File: config.mk
export PLATFORM = sky130hd
export DESIGN_NAME = tmcw_ctrl
export DESIGN_NICKNAME = d
export VERILOG_FILES = /design/src/rtl/tmcw_pkg.sv /design/src/rtl/tmcw_ctrl.sv
export SDC_FILE = /design/constraint.sdc
export NUM_CORES = 1
export LEC_CHECK = 0
export ABC_CLOCK_PERIOD_IN_PS = 4200
export BUFFER_PORTS_ARGS = -buffer_cell sky130_fd_sc_hd__clkbuf_2
export CORE_UTILIZATION = 54
export DETAILED_ROUTE_END_ITERATION = 7
export PLACE_DENSITY = 0.91
export SYNTH_ARGS = -nofsm -noshare
export SYNTH_HDL_FRONTEND = slang
export SYNTH_SLANG_ARGS = --single-unit
File: constraint.sdc
create_clock -name clk -period 4.2 [get_ports clk]
set_input_delay 0.21 -clock clk [delete_from_list [all_inputs] [get_ports clk]]
set_output_delay 0.21 -clock clk [all_outputs]
set_load 0.01 [all_outputs]
File: src/rtl/tmcw_pkg.sv
// ----------------------------------------------------------------------------
// tmcw_pkg: shared types and constants of the text mode console writer
// Command codes, character codes, cell update operations and the command and
// status structs that join the controller and the datapath.
// ----------------------------------------------------------------------------
package tmcw_pkg;

  localparam int CELL_W = 16;

  typedef enum logic [1:0] {
    CMD_WRITE = 2'd0,
    CMD_CLEAR = 2'd1,
    CMD_SETBG = 2'd2,
    CMD_READ  = 2'd3
  } cmd_t;

  localparam logic [7:0] CH_NUL   = 8'h00;
  localparam logic [7:0] CH_BS    = 8'h08;
  localparam logic [7:0] CH_TAB   = 8'h09;
  localparam logic [7:0] CH_NL    = 8'h0a;
  localparam logic [7:0] CH_CR    = 8'h0d;
  localparam logic [7:0] CH_SPACE = 8'h20;

  localparam logic [7:0] ATTR_HI_MASK = 8'hf0;
  localparam logic [7:0] ATTR_LO_MASK = 8'h0f;
  localparam logic [7:0] BG_MIN       = 8'h10;

  // Read-modify-write operation applied to one cell
  typedef enum logic [2:0] {
    OP_NONE    = 3'd0,
    OP_COPY    = 3'd1,
    OP_CLRCHAR = 3'd2,
    OP_ZERO    = 3'd3,
    OP_PUTCH   = 3'd4,
    OP_PUTSP   = 3'd5,
    OP_MARK    = 3'd6,
    OP_BGADD   = 3'd7
  } op_t;

  typedef enum logic [1:0] {
    ADDR_CNT    = 2'd0,
    ADDR_POS    = 2'd1,
    ADDR_POS_M1 = 2'd2,
    ADDR_IDX    = 2'd3
  } addr_sel_t;

  typedef enum logic [1:0] {
    CNT_ZERO = 2'd0,
    CNT_ROW  = 2'd1,
    CNT_BOT  = 2'd2
  } cnt_sel_t;

  typedef enum logic [2:0] {
    POS_HOLD   = 3'd0,
    POS_CLR    = 3'd1,
    POS_SCROLL = 3'd2,
    POS_INC    = 3'd3,
    POS_DEC    = 3'd4
  } pos_op_t;

  typedef struct packed {
    logic is_write;
    logic is_clear;
    logic is_setbg;
    logic is_read;
    logic ch_nul;
    logic ch_nl;
    logic ch_bs;
    logic ch_cr;
    logic ch_tab;
    logic eos;
    logic bg_add;
  } item_dec_t;

  typedef struct packed {
    logic      latch;
    logic      rd_en;
    addr_sel_t addr_sel;
    op_t       op;
    logic      cnt_load;
    cnt_sel_t  cnt_sel;
    logic      cnt_inc;
    pos_op_t   pos_op;
    logic      out_fire;
    logic      out_written;
    logic      out_read;
  } dp_cmd_t;

  typedef struct packed {
    item_dec_t in_dec;
    item_dec_t item_dec;
    logic      pos_end;
    logic      pos_zero;
    logic      pos_last;
    logic      col_zero;
    logic      col_one;
    logic      col_last;
    logic      tab_last;
    logic      cnt_last;
  } dp_status_t;

  function automatic item_dec_t item_decode(logic [1:0] cmd, logic [7:0] ch,
                                            logic [7:0] color, logic eos);
    item_dec_t d;
    d.is_write = (cmd == CMD_WRITE);
    d.is_clear = (cmd == CMD_CLEAR);
    d.is_setbg = (cmd == CMD_SETBG);
    d.is_read  = (cmd == CMD_READ);
    d.ch_nul   = (ch == CH_NUL);
    d.ch_nl    = (ch == CH_NL);
    d.ch_bs    = (ch == CH_BS);
    d.ch_cr    = (ch == CH_CR);
    d.ch_tab   = (ch == CH_TAB);
    d.eos      = eos;
    d.bg_add   = (color >= BG_MIN);
    return d;
  endfunction

endpackage

File: src/rtl/tmcw_ctrl.sv
// ----------------------------------------------------------------------------
// tmcw_ctrl: console writer controller
// Sequences each command into cell read-modify-write steps and sweeps.
// ----------------------------------------------------------------------------
module tmcw_ctrl (
  input  logic                 clk,
  input  logic                 rst_n,
  input  logic                 start,
  output logic                 busy,
  output tmcw_pkg::dp_cmd_t    cmd,
  input  tmcw_pkg::dp_status_t status
);

  typedef enum logic [13:0] {
    S_INIT    = 14'b00000000000001,
    S_IDLE    = 14'b00000000000010,
    S_SCROLL  = 14'b00000000000100,
    S_BOTCLR  = 14'b00000000001000,
    S_NEWLINE = 14'b00000000010000,
    S_CR      = 14'b00000000100000,
    S_BS      = 14'b00000001000000,
    S_TAB     = 14'b00000010000000,
    S_PUT     = 14'b00000100000000,
    S_MARK    = 14'b00001000000000,
    S_BGADD   = 14'b00010000000000,
    S_CLEAR   = 14'b00100000000000,
    S_READ    = 14'b01000000000000,
    S_RDOUT   = 14'b10000000000000
  } state_t;

  state_t              state_r, state_nxt;
  state_t              char_state;
  tmcw_pkg::item_dec_t dsp;
  logic                char_nop;
  logic                dispatch;
  logic                end_char;

  // In idle the item is still on the input ports; afterward use the latched copy
  assign dsp = (state_r == S_IDLE) ? status.in_dec : status.item_dec;

  assign char_nop = (dsp.ch_bs && status.pos_zero) || (dsp.ch_cr && status.col_zero);

  always_comb begin
    if (dsp.ch_nl) begin
      char_state = S_NEWLINE;
    end else if (dsp.ch_bs) begin
      char_state = S_BS;
    end else if (dsp.ch_cr) begin
      char_state = S_CR;
    end else if (dsp.ch_tab) begin
      char_state = S_TAB;
    end else begin
      char_state = S_PUT;
    end
  end

  always_comb begin
    state_nxt       = state_r;
    dispatch        = 1'b0;
    end_char        = 1'b0;
    cmd.latch       = 1'b0;
    cmd.rd_en       = 1'b0;
    cmd.addr_sel    = tmcw_pkg::ADDR_CNT;
    cmd.op          = tmcw_pkg::OP_NONE;
    cmd.cnt_load    = 1'b0;
    cmd.cnt_sel     = tmcw_pkg::CNT_ZERO;
    cmd.cnt_inc     = 1'b0;
    cmd.pos_op      = tmcw_pkg::POS_HOLD;
    cmd.out_fire    = 1'b0;
    cmd.out_written = 1'b0;
    cmd.out_read    = 1'b0;

    case (state_r)
      S_INIT: begin
        cmd.rd_en   = 1'b1;
        cmd.op      = tmcw_pkg::OP_ZERO;
        cmd.cnt_inc = 1'b1;
        if (status.cnt_last) begin
          state_nxt = S_IDLE;
        end
      end
      S_IDLE: begin
        if (start) begin
          cmd.latch = 1'b1;
          if (status.in_dec.is_write) begin
            if (!status.in_dec.ch_nul) begin
              if (status.pos_end) begin
                cmd.pos_op   = tmcw_pkg::POS_SCROLL;
                cmd.cnt_load = 1'b1;
                cmd.cnt_sel  = tmcw_pkg::CNT_ROW;
                state_nxt    = S_SCROLL;
              end else begin
                dispatch = 1'b1;
              end
            end else if (status.in_dec.eos) begin
              state_nxt = S_MARK;
            end else begin
              cmd.out_fire = 1'b1;
            end
          end else if (status.in_dec.is_clear) begin
            cmd.pos_op   = tmcw_pkg::POS_CLR;
            cmd.cnt_load = 1'b1;
            state_nxt    = S_CLEAR;
          end else if (status.in_dec.is_setbg) begin
            cmd.pos_op = tmcw_pkg::POS_CLR;
            if (status.in_dec.bg_add) begin
              cmd.cnt_load = 1'b1;
              state_nxt    = S_BGADD;
            end else begin
              state_nxt = S_MARK;
            end
          end else begin
            state_nxt = S_READ;
          end
        end
      end
      S_SCROLL: begin
        cmd.rd_en   = 1'b1;
        cmd.op      = tmcw_pkg::OP_COPY;
        cmd.cnt_inc = 1'b1;
        if (status.cnt_last) begin
          cmd.cnt_load = 1'b1;
          cmd.cnt_sel  = tmcw_pkg::CNT_BOT;
          state_nxt    = S_BOTCLR;
        end
      end
      S_BOTCLR: begin
        cmd.rd_en   = 1'b1;
        cmd.op      = tmcw_pkg::OP_CLRCHAR;
        cmd.cnt_inc = 1'b1;
        if (status.cnt_last) begin
          dispatch = 1'b1;
        end
      end
      S_NEWLINE: begin
        cmd.rd_en    = 1'b1;
        cmd.addr_sel = tmcw_pkg::ADDR_POS;
        cmd.op       = tmcw_pkg::OP_CLRCHAR;
        cmd.pos_op   = tmcw_pkg::POS_INC;
        end_char     = status.col_last;
      end
      S_CR: begin
        cmd.rd_en    = 1'b1;
        cmd.addr_sel = tmcw_pkg::ADDR_POS_M1;
        cmd.op       = tmcw_pkg::OP_CLRCHAR;
        cmd.pos_op   = tmcw_pkg::POS_DEC;
        end_char     = status.col_one;
      end
      S_BS: begin
        cmd.rd_en    = 1'b1;
        cmd.addr_sel = tmcw_pkg::ADDR_POS_M1;
        cmd.op       = tmcw_pkg::OP_CLRCHAR;
        cmd.pos_op   = tmcw_pkg::POS_DEC;
        end_char     = 1'b1;
      end
      S_TAB: begin
        cmd.rd_en    = 1'b1;
        cmd.addr_sel = tmcw_pkg::ADDR_POS;
        cmd.op       = tmcw_pkg::OP_PUTSP;
        cmd.pos_op   = tmcw_pkg::POS_INC;
        end_char     = status.tab_last || status.pos_last;
      end
      S_PUT: begin
        cmd.rd_en    = 1'b1;
        cmd.addr_sel = tmcw_pkg::ADDR_POS;
        cmd.op       = tmcw_pkg::OP_PUTCH;
        cmd.pos_op   = tmcw_pkg::POS_INC;
        end_char     = 1'b1;
      end
      S_MARK: begin
        cmd.rd_en       = !status.pos_end;
        cmd.addr_sel    = tmcw_pkg::ADDR_POS;
        cmd.op          = tmcw_pkg::OP_MARK;
        cmd.out_fire    = 1'b1;
        cmd.out_written = status.item_dec.is_write && !status.item_dec.ch_nul;
        state_nxt       = S_IDLE;
      end
      S_BGADD: begin
        cmd.rd_en   = 1'b1;
        cmd.op      = tmcw_pkg::OP_BGADD;
        cmd.cnt_inc = 1'b1;
        if (status.cnt_last) begin
          state_nxt = S_MARK;
        end
      end
      S_CLEAR: begin
        cmd.rd_en   = 1'b1;
        cmd.op      = tmcw_pkg::OP_ZERO;
        cmd.cnt_inc = 1'b1;
        if (status.cnt_last) begin
          cmd.out_fire = 1'b1;
          state_nxt    = S_IDLE;
        end
      end
      S_READ: begin
        cmd.rd_en    = 1'b1;
        cmd.addr_sel = tmcw_pkg::ADDR_IDX;
        state_nxt    = S_RDOUT;
      end
      S_RDOUT: begin
        cmd.out_fire = 1'b1;
        cmd.out_read = 1'b1;
        state_nxt    = S_IDLE;
      end
      default: begin
        state_nxt = S_INIT;
      end
    endcase

    if (dispatch) begin
      if (char_nop) begin
        end_char = 1'b1;
      end else begin
        state_nxt = char_state;
      end
    end

    if (end_char) begin
      if (dsp.eos) begin
        state_nxt = S_MARK;
      end else begin
        cmd.out_fire    = 1'b1;
        cmd.out_written = 1'b1;
        state_nxt       = S_IDLE;
      end
    end
  end

  always_ff @(posedge clk) begin
    if (!rst_n) begin
      state_r <= S_INIT;
    end else begin
      state_r <= state_nxt;
    end
  end

  assign busy = (state_r != S_IDLE);

endmodule

**Word level (Yosys, flattened, before mapping)**

Index checks and enable logic that the tools add are counted.

- Add/sub/neg operators: 0
- Multipliers: 0
- Divide/modulo/power cells: 0
- $lt $le $gt $ge: 0
- Equal/unequal tests: 15
- Shifts and indexed selects: 0
- Mux-type cells: 61
- Bitwise logic cells: 0
- Reductions and logical operators: 17

Operator list:

| kind | count |
|---|---|
| 2-to-1 mux 14 bit | 11 |
| one-hot mux 14 bit (7 select lines) | 1 |
| 2-to-1 mux 9 bit | 4 |
| 2-to-1 mux 13 bit | 2 |
| 2-to-1 mux 1 bit | 21 |
| one-hot mux 3 bit (7 select lines) | 1 |
| equality test 14 x 1 -> 1 bit (second input constant) | 1 |
| equality test 14 x 10 -> 1 bit (second input constant) | 1 |
| equality test 14 x 11 -> 1 bit (second input constant) | 1 |
| equality test 14 x 12 -> 1 bit (second input constant) | 1 |
| equality test 14 x 13 -> 1 bit (second input constant) | 1 |
| equality test 14 bit (second input constant) | 1 |
| equality test 14 x 2 -> 1 bit (second input constant) | 1 |
| equality test 14 x 3 -> 1 bit (second input constant) | 1 |
| equality test 14 x 4 -> 1 bit (second input constant) | 1 |
| equality test 14 x 5 -> 1 bit (second input constant) | 1 |
| equality test 14 x 6 -> 1 bit (second input constant) | 1 |
| equality test 14 x 7 -> 1 bit (second input constant) | 1 |
| equality test 14 x 8 -> 1 bit (second input constant) | 1 |
| equality test 14 x 9 -> 1 bit (second input constant) | 1 |
| != test 14 x 2 -> 1 bit (second input constant) | 1 |
| 2-to-1 mux 2 bit | 6 |
| 2-to-1 mux 3 bit | 4 |
| 2-to-1 mux 11 bit | 1 |
| other kinds (18) | 27 |

- Flip-flop bits (word level): 14
- Bits in latches: 0
- Bits in writable memories: 0
- Bits in read-only memories: 0
- Bits of input ports: 33
- Output and inout bits: 18
- Word-level logic and storage cells: 94
- Memories kept: 0

**Longest topological paths before layout**

Gate-level depths: netlist (run 1).

- Word-level depth: 9
- Gate-level depth with buffers: 11
- Gate-level depth less buffers: 7

**Worst setup path before layout (run 1)**

OpenSTA, ideal clock, no wires.

- Path kind: reg2out
- Start point: register state_r[9]
- End point: output cmd[1] (netlist name)
- Arrival: 2.425 ns
- Required time: 3.990 ns
- Path slack: 1.565 ns
- Cell stages (with the launch flop): 9
- Buffers on the path: 2
- Cells stage by stage: dfxtp_1 > clkbuf_1 > nor4_4 > and4_1 > buf_2 > mux2_1 > a22oi_1 > a2bb2oi_1 > o21ai_1

RTL lines:

| element | RTL line | RTL |
|---|---|---|
| start, declared | tmcw_ctrl.sv:31 | `state_t state_r, state_nxt;` |
| start signal, assigned | tmcw_ctrl.sv:233 | `state_r <= state_nxt;` |
| end, declared | tmcw_ctrl.sv:10 | `output tmcw_pkg::dp_cmd_t cmd,` |

==> results.toml, run 1 <==
[sta]
headroom_to_the_max_slew_limit = 0.455
finalSetupViolations = 0
slew_viol_final = 0
fin_ws_ns = 1.09
clock.fmax_ghz = 0.322
worst_pin_slew_ns = 0.810
fin_setup_tns_ns = 0
grt_setup_unrepaired = "no"
timing.final.crit_share = 0.740
skew_ns = 0.0105
fin_crit_ns = 3.11
final_hold_viol_count = 0

[cells_and_area]
layout_cell_share_with_drive_strength_beyond_1 = 0.264
fin_nets = 276
layout.area.seq_um2 = 280
biggestRegsByFlops = "state_r (14)"
antennaDiodeCount = 0
multi_input_area_mm2 = 0.00110
syn_to_final_growth_pct = 16.7
top_register_by_number_of_flip_flops = "state_r"
fill_count = 230
largest_register_ff_count = 14

[synth]
synth_seq_cells = 14
synth-edff-count = 0
synth_async_sr_flop_share = 0
synth_top_cells_by_area = "sky130_fd_sc_hd__dfxtp_1 19%, sky130_fd_sc_hd__nor2_1 6.1%, sky130_fd_sc_hd__nand4_1 4.2%, sky130_fd_sc_hd__nor4b_1 4.1%, sky130_fd_sc_hd__o21ai_0 3.7%"
synthDistinctLibCells = 58
synth_adder_area_share = 0
synth_top_cell_area_share = 0.189
synth_compound_gate_area_share = 0.221
dominant_combinational_cell_family_by_area_after_synthesis = "simple AND/OR/NAND/NOR gates"
synth_xor_xnor_area_share = 0.0296
synth.net_count = 238
yosysWarnings = 0
synthesis.area_per_instance_um2 = 7.22
ys_seq_area_frac = 0.189
synthSimpleGateAreaFrac = 0.464
synth_top_cell_by_area = "sky130_fd_sc_hd__dfxtp_1"
synth.mux.area_fraction = 0.0296
syn_inst = 205
synth-main-ff-cell = "sky130_fd_sc_hd__dfxtp_1"
syn_area_mm2 = 0.00148

[global_route]
grt_max_degree = 14
first_global_vias = 1379
grt.total_usage = 0.283
grt_antenna_before_repair = 0
grt_first_pass_wirelength_mm = 6.02
grt_overflow_total = 0

[worst_setup_path]
cp_slowest_cell = "sky130_fd_sc_hd__nor4_4"
crit_path_max_incr_delay_ns = 0.53
crit_path_end_kind = "output port"
reg2reg_to = "state_r[1]"
rrSetupSlack_ns = 1.33
worst_r2r_startpoint = "state_r[9]"
wp_data_required_ns = 3.99
cp_cell_sequence = "nor4_4 > and4_1 > mux2_1 > a22oi_1 > buf_4 > a2bb2oi_1 > o21ai_1 > clkbuf_2"
path_buf_inv = 2
start_kind = "register"
worst-r2r-cell-count = 7
setup.worst_path.class = "reg -> out"
arrival_ns = 2.90
cp.depth = 8
timing.critical_path.fanout_max = 10
critPathTopFamily = "simple AND/OR/NAND/NOR gates"

[pwr]
power.leakage_uw = 0.000713
vdd_ir_drop_max_v = 0.000174
total_chip_power_uw = 426
netSwitchingPower_uw = 160
p_sw_frac = 0.375
power_per_cell_area_mw_per_mm2 = 247
share_comb_of_total_power = 0.419
internal_power_uw = 266
p_seq_frac = 0.348
share_clk_of_total_power = 0.233

[clock_network]
cts_buffers = 3
tritoncts_clock_tree = "built"
clock_tree_root_buffer_cell = "sky130_fd_sc_hd__clkbuf_4"
ctsHtreeMaxLevel = 1
num_clock_sinks = 14
clk-insertion-delay-late_ns = 0.29
cts_hold_buffers = 0
clock_path_buffers = 2
clk_pin_slew_worst_paths_ns = 0.09
cts_post_setup_buffers_inserted = 0
cts.repair.resized = 0

[outcome]
run_status = "finished clean"

[routing]
drc = 0
drtAntennaViolNets = 0
post_drt_wl_per_cell_um = 14.6
route.detailed.vias_per_inst = 6.28
num_vias = 1707
drt-initial-drc-count = 100
wirelength_mm = 3.98
drt_first_pass_iters = 5

[min_path]
min_from = "rst_n"
hold-path-endpoint = "state_r[9]"
min_path_type = "in -> reg"
worst_hold_path.num_cells = 3

[floorplan]
fp.dieArea_mm2 = 0.00295
ioPinCount = 51
chip_height_um = 54.4
starting_utilization_of_the_core_area = 0.587
core_mm2 = 0.00252
die_width_um = 54.4
row_count = 18

[placement]
detailedPlace.worstSlack_ns = 1.40
hpwl_mm = 3.15
io_buffer_count = 45
gpl_congestion = 0.903

[run]
cap_viol_max_count = 0
cell families (layout without fill, tap and decap cells):
| group | count (synthesis) | in the layout |
|---|---|---|
| XOR/XNOR | 5 | 5 |
| AO/OA/AOI/OAI | 49 | 49 |
| multiplexers | 4 | 4 |
| flip-flops | 14 | 14 |
| AND/OR/NAND/NOR | 112 | 112 |
| buffers and inverters | 21 | 58 |
layout by cell type, fill, tap and decap left out, types with 3 or more instances in the layout:
cell type and n:
sky130_fd_sc_hd__clkbuf_2 45, sky130_fd_sc_hd__nor2_1 24, sky130_fd_sc_hd__nand2_1 14, sky130_fd_sc_hd__dfxtp_1 14, sky130_fd_sc_hd__o21ai_0 11, sky130_fd_sc_hd__nand4_1 10, sky130_fd_sc_hd__nand3_1 8, sky130_fd_sc_hd__a21oi_1 8
sky130_fd_sc_hd__nor4b_1 7, sky130_fd_sc_hd__nand2b_1 7, sky130_fd_sc_hd__nor3_1 7, sky130_fd_sc_hd__nand3b_1 6, sky130_fd_sc_hd__inv_1 5, sky130_fd_sc_hd__or3_1 4, sky130_fd_sc_hd__xnor2_1 4, sky130_fd_sc_hd__nor4_1 3
sky130_fd_sc_hd__a31oi_1 3, sky130_fd_sc_hd__a211oi_1 3, sky130_fd_sc_hd__o21a_1 3, sky130_fd_sc_hd__nand4b_1 3, sky130_fd_sc_hd__clkbuf_4 3, sky130_fd_sc_hd__buf_4 3
worst max path at each step:
| stage | startpoint | end | slack [ns] |
|---|---|---|---|
| 2_1_floorplan | state_r[9] | cmd[1] | 1.57 |
| 3_3_place_gp | state_r[8] | state_r[1] | 1.41 |
| 6_report | state_r[9] | cmd[1] | 1.09 |
| 5_1_grt | state_r[9] | cmd[1] | 0.93 |
| 3_5_place_dp | state_r[8] | state_r[1] | 1.40 |
| 4_1_cts | state_r[9] | cmd[2] | 1.12 |
per-layer routing:
metal  track usage  wire length, um  vias up
met4        0.0855               49        0
met1         0.379             1700      755
met5             0                0        -
met2         0.465             1890       94
li1              -                -      849
met3        0.0361              349        9
worst min-delay path, stage by stage:
cell and delay [ns]:
sky130_fd_sc_hd__clkbuf_2 0.12, sky130_fd_sc_hd__inv_1 0.06, sky130_fd_sc_hd__a211oi_1 0.04
per-stage QoR:
step / area, um2 / hold slack (ns) / utilization / std cells
floorplan: 1480 / 0.324 / - / 205
global placement: 1690 / 0.467 / 0.670 / 268
detailed placement: 1690 / 0.472 / 0.670 / 268
CTS: 1730 / 0.161 / 0.685 / 272
global route: 1730 / 0.165 / 0.685 / 272
finish: 1730 / 0.174 / 0.685 / 272
layout make-up:
cell class / count / area share
clock buffer: 4 / 0.0210
inverter: 6 / 0.0130
multi-input combinational: 170 / 0.638
sequential: 14 / 0.162
tap: 30 / 0.0217
timing repair buffer: 48 / 0.143
cells in the mapped netlist, drive strengths merged, types with 2 or more instances:
library cell / number
nor3: 8
o31ai: 2
nand3: 8
a21oi: 10
inv: 6
nor4: 6
o22ai: 2
mux2: 3
nor4b: 8
nand4b: 3
buf: 6
nand2b: 7
o41ai: 3
or4: 3
nand4: 10
o21ai: 13
a31oi: 3
nor3b: 2
dfxtp: 14
nand3b: 6
o21a: 3
and3: 2
clkbuf: 9
a211oi: 3
a22oi: 2
nor2: 24
xnor2: 4
nand2: 14
or3: 4
power groups by stage:
stage,sequential [uW],combinational [uW],clock (uW)
3_3_place_gp,151,173,0
6_report,149,179,99.2
5_1_grt,149,197,105
2_1_floorplan,144,131,0
3_5_place_dp,151,176,0
4_1_cts,148,177,100
Note: power is estimated with default switching activity, not from simulation.
==> inputs of run 2 (changes only) <==
--- a/config.mk
+++ b/config.mk
@@ -5,11 +5,11 @@
 export SDC_FILE = /design/constraint.sdc
 export NUM_CORES = 1
 export LEC_CHECK = 0
-export ABC_CLOCK_PERIOD_IN_PS = 4200
+export ABC_CLOCK_PERIOD_IN_PS = 3150
 export BUFFER_PORTS_ARGS = -buffer_cell sky130_fd_sc_hd__clkbuf_2
-export CORE_UTILIZATION = 54
+export CORE_UTILIZATION = 50
 export DETAILED_ROUTE_END_ITERATION = 7
-export PLACE_DENSITY = 0.91
+export PLACE_DENSITY = 0.86
 export SYNTH_ARGS = -nofsm -noshare
 export SYNTH_HDL_FRONTEND = slang
 export SYNTH_SLANG_ARGS = --single-unit
==> constraint.sdc (replaced) <==
create_clock -name clk -period 3.15 [get_ports clk]
set_input_delay 0.1575 -clock clk [delete_from_list [all_inputs] [get_ports clk]]
set_output_delay 0.1575 -clock clk [all_outputs]
set_load 0.01 [all_outputs]
==> results.toml, run 2 (synthesis results as in run 1) <==
[cells_and_area]
utilization = 0.626
biggestRegsByFlops = "state_r (14)"
top_register_by_number_of_flip_flops = "state_r"
layout_cell_share_with_drive_strength_beyond_1 = 0.272
layout.area.seq_um2 = 280
final_common_cell = "sky130_fd_sc_hd__clkbuf_2"
antennaDiodeCount = 0
syn_to_final_growth_pct = 17.7
largest_register_ff_count = 14
mostFrequentLayoutCells = "45 x sky130_fd_sc_hd__clkbuf_2, 24 x sky130_fd_sc_hd__nor2_1, 14 x sky130_fd_sc_hd__nand2_1, 14 x sky130_fd_sc_hd__dfxtp_1, 11 x sky130_fd_sc_hd__o21ai_0"
fill_count = 254
multi_input_area_mm2 = 0.00111
fin_nets = 277

[global_route]
grt_antenna_before_repair = 0
first_global_vias = 1458
grt_overflow_total = 0
grt.total_usage = 0.259
grt_first_pass_wirelength_mm = 6.58
grt_max_degree = 14

[floorplan]
ioPinCount = 51
row_count = 19
chip_height_um = 56.4
die_width_um = 56.4
fp.dieArea_mm2 = 0.00318
core_mm2 = 0.00278
starting_utilization_of_the_core_area = 0.532

[pwr]
power.leakage_uw = 0.000717
power_per_cell_area_mw_per_mm2 = 330
vdd_ir_drop_max_v = 0.000239

[clock_network]
cts.repair.resized = 0
clock_tree_root_buffer_cell = "sky130_fd_sc_hd__clkbuf_4"
cts_post_setup_buffers_inserted = 0
clock_path_buffers = 2
clk_pin_slew_worst_paths_ns = 0.09
cts_hold_buffers = 0
num_clock_sinks = 14
cts_buffers = 3
ctsHtreeMaxLevel = 1
clk-insertion-delay-late_ns = 0.29
tritoncts_clock_tree = "built"

[worst_setup_path]
wp_data_required_ns = 2.99
worst-r2r-cell-count = 7
crit_path_end_kind = "output port"
worst_r2r_startpoint = "state_r[6]"
timing.critical_path.fanout_max = 10
start_kind = "register"
reg2reg_to = "state_r[1]"
arrival_ns = 2.71
setup.worst_path.class = "reg -> out"
rrSetupSlack_ns = 0.51

[min_path]
min_from = "rst_n"
hold-path-endpoint = "state_r[9]"
min_path_type = "in -> reg"
worst_hold_path.num_cells = 3

[sta]
final_hold_viol_count = 0
skew_ns = 0.00588
slew_viol_final = 0
fin_ws_ns = 0.280
fin_crit_ns = 2.87
fin_setup_tns_ns = 0
finalSetupViolations = 0
grt_setup_unrepaired = "no"
headroom_to_the_max_slew_limit = 0.460
worst_pin_slew_ns = 0.803
timing.final.crit_share = 0.911
clock.fmax_ghz = 0.348

[routing]
drtAntennaViolNets = 0
wirelength_mm = 4.14
post_drt_wl_per_cell_um = 15.1
num_vias = 1730
drc = 0
drt-initial-drc-count = 83
route.detailed.vias_per_inst = 6.31
drt_first_pass_iters = 5

[outcome]
run_status = "finished clean"

[placement]
io_buffer_count = 45
detailedPlace.worstSlack_ns = 0.457
hpwl_mm = 3.18
gpl_congestion = 0.909

[run]
cap_viol_max_count = 0
==> run 2: changes by cell type in the layout (fill, tap and decap cells not counted) <==
cell,change
sky130_fd_sc_hd__nor4_1,-1
sky130_fd_sc_hd__nor4_2,+1
sky130_fd_sc_hd__buf_4,+1
==> run 2: worst max-delay path by stage <==
stage / from / to / slack (ns) / depth (start not counted)
after floorplan: state_r[9] / cmd[1] / 0.57 / 8
after global placement: state_r[6] / state_r[1] / 0.58 / 7
after detailed placement: state_r[6] / state_r[1] / 0.46 / 7
after CTS: state_r[6] / cmd[2] / 0.30 / 8
after global routing: state_r[0] / cmd[4] / 0.13 / 6
final: state_r[0] / cmd[4] / 0.28 / 6
==> run 2: metal layers <==
layer	share of wire	vias up	track usage	wire length [um]
met4	0.029	0	0.0871	121
met3	0.077	16	0.0346	319
met2	0.45	78	0.408	1860
met1	0.44	777	0.364	1840
li1	-	859	-	-
met5	0	-	0	0
==> run 2: report_power, final <==
| group | switching (uW) | internal, uW |
|---|---|---|
| clock | 62.6 | 70.5 |
| combinational | 143 | 101 |
| sequential | 13.9 | 184 |
| total | 219 | 355 |
==> run 2: layout make-up <==
type                    count  share of cell area
multi-input cells         170               0.636
well taps                  31              0.0223
inverters                   6              0.0129
flip-flops and latches     14               0.161
repair buffers             49               0.147
clock buffers               4              0.0208
==> run 2: worst max-delay path: stages, from the launching register on <==
cell	delay, ns
sky130_fd_sc_hd__dfxtp_1	0.39
sky130_fd_sc_hd__nor4_2	0.73
sky130_fd_sc_hd__nand3_1	0.32
sky130_fd_sc_hd__nor4_1	0.51
sky130_fd_sc_hd__nor2_1	0.19
sky130_fd_sc_hd__o21ai_0	0.12
sky130_fd_sc_hd__clkbuf_2	0.15
==> run 2: per-stage QoR <==
step                      total power, uW  instances  hold WS [ns]  cell area [um2]
final                                 575        274         0.126             1740
after global routing                  607        274         0.112             1740
after CTS                             570        274         0.122             1740
after detailed placement              439        270         0.431             1700
after global placement                435        270         0.420             1700
after floorplan                       368        205         0.271             1480
==> inputs of run 3 (changes only) <==
--- a/config.mk
+++ b/config.mk
@@ -7,7 +7,9 @@
 export LEC_CHECK = 0
 export ABC_CLOCK_PERIOD_IN_PS = 3150
 export BUFFER_PORTS_ARGS = -buffer_cell sky130_fd_sc_hd__clkbuf_2
-export CORE_UTILIZATION = 50
+export CELL_PAD_IN_SITES_DETAIL_PLACEMENT = 0
+export CELL_PAD_IN_SITES_GLOBAL_PLACEMENT = 1
+export CORE_UTILIZATION = 35
 export DETAILED_ROUTE_END_ITERATION = 7
 export PLACE_DENSITY = 0.86
 export SYNTH_ARGS = -nofsm -noshare
==> results.toml, run 3 (synthesis results as in run 1) <==
[worst_setup_path]
timing.critical_path.fanout_max = 11
crit_path_end_kind = "output port"
crit_path_max_incr_delay_ns = 0.42
setup.worst_path.class = "reg -> out"
wp_data_required_ns = 2.99
start_kind = "register"
path_buf_inv = 2
arrival_ns = 2.64
critPathTopFamily = "compound AO/OA/AOI/OAI gates"
cp_cell_sequence = "nor4_2 > and4_1 > buf_4 > mux2_1 > a22oi_1 > a2bb2oi_1 > o21ai_1 > clkbuf_2"
cp_slowest_cell = "sky130_fd_sc_hd__dfxtp_1"

[clock_network]
cts_buffers = 3
clock_tree_root_buffer_cell = "sky130_fd_sc_hd__clkbuf_8"
cts_post_setup_buffers_inserted = 0
clock_path_buffers = 2
clk-insertion-delay-late_ns = 0.25
cts_hold_buffers = 0
clk_pin_slew_worst_paths_ns = 0.06
cts.repair.resized = 0
tritoncts_clock_tree = "built"
ctsHtreeMaxLevel = 1
num_clock_sinks = 14

[run]
cap_viol_max_count = 0

[routing]
num_vias = 1702
drt_first_pass_iters = 4
drt-initial-drc-count = 153
wirelength_mm = 4.30
post_drt_wl_per_cell_um = 14.5
drtAntennaViolNets = 0
route.detailed.vias_per_inst = 5.75
drc = 0

[sta]
fin_ws_ns = 0.349
skew_ns = 0.000712
fin_crit_ns = 2.80
grt_setup_unrepaired = "no"
finalSetupViolations = 0
headroom_to_the_max_slew_limit = 0.608
timing.final.crit_share = 0.889
clock.fmax_ghz = 0.357
worst_pin_slew_ns = 0.581
slew_viol_final = 0
fin_setup_tns_ns = 0
final_hold_viol_count = 0
fin_hold_ws_ns = 0.175

[min_path]
min_path_type = "in -> reg"

[pwr]
vdd_ir_drop_max_v = 0.000171
power.leakage_uw = 0.000738
total_chip_power_uw = 600
power_per_cell_area_mw_per_mm2 = 334

[global_route]
first_global_vias = 1510
grt_max_degree = 13
grt.total_usage = 0.210
grt_antenna_before_repair = 0
grt_first_pass_wirelength_mm = 7.11
grt_overflow_total = 0

[cells_and_area]
biggestRegsByFlops = "state_r (14)"
fin_nets = 281
largest_register_ff_count = 14
syn_to_final_growth_pct = 21.2
mostFrequentLayoutCells = "45 x sky130_fd_sc_hd__clkbuf_2, 24 x sky130_fd_sc_hd__nor2_1, 14 x sky130_fd_sc_hd__nand2_1, 14 x sky130_fd_sc_hd__dfxtp_1, 11 x sky130_fd_sc_hd__o21ai_0"
layout_cell_share_with_drive_strength_beyond_1 = 0.276
top_register_by_number_of_flip_flops = "state_r"
final_common_cell = "sky130_fd_sc_hd__clkbuf_2"
antennaDiodeCount = 0

[floorplan]
fp.dieArea_mm2 = 0.00449
row_count = 23
chip_height_um = 67.0
ioPinCount = 51
die_width_um = 67.0
starting_utilization_of_the_core_area = 0.367
core_mm2 = 0.00403

[placement]
hpwl_mm = 3.39
io_buffer_count = 45
detailedPlace.worstSlack_ns = 0.570
gpl_congestion = 0.854

[outcome]
run_status = "finished clean"
==> run 3: metal layers <==
metal  GRT usage  part of all wire
met1       0.294              0.48
met2       0.319              0.46
met3      0.0308             0.047
met4      0.0798             0.016
met5           0                 0
==> run 3: cell type report <==
cell class | instances | area [um2]
multi-input combinational | 170 | 1100
sequential | 14 | 280
inverter | 6 | 22.5
fill | 445 | 2230
tap | 50 | 62.6
timing repair buffer | 53 | 285
clock buffer | 3 | 41.3
==> run 3: path summary, 6_finish.rpt <==
| check | from | to | slack [ns] | cells past startpoint |
|---|---|---|---|---|
| hold reg to reg | state_r[10] | state_r[10] | 0.60 | 2 |
| hold / removal | rst_n | state_r[9] | 0.17 | 3 |
| setup reg to reg | state_r[7] | state_r[12] | 0.53 | 6 |
| setup / recovery | state_r[7] | cmd[2] | 0.35 | 8 |
==> run 3: report_power, final <==
| group | internal [uW] | switching, uW | leakage (uW) | total, uW |
|---|---|---|---|---|
| Sequential | 184 | 14.5 | 0.000113 | 199 |
| Combinational | 107 | 141 | 0.000603 | 248 |
| Clock | 84.9 | 67.8 | 0.0000216 | 153 |
==> run 3: stage by stage <==
stage               instances  cell area, um2  utilization
floorplan                 205            1480            -
global placement          293            1750        0.435
detailed placement        293            1750        0.435
CTS                       296            1790        0.445
global route              296            1790        0.445
finish                    296            1790        0.445
==> run 3: worst reg2reg max path: cells and delay by family (launching register included) <==
family / cells / cell delay, ns
flip-flops: 1 / 0.42
AO/OA/AOI/OAI: 2 / 0.28
AND/OR/NAND/NOR: 4 / 1.87
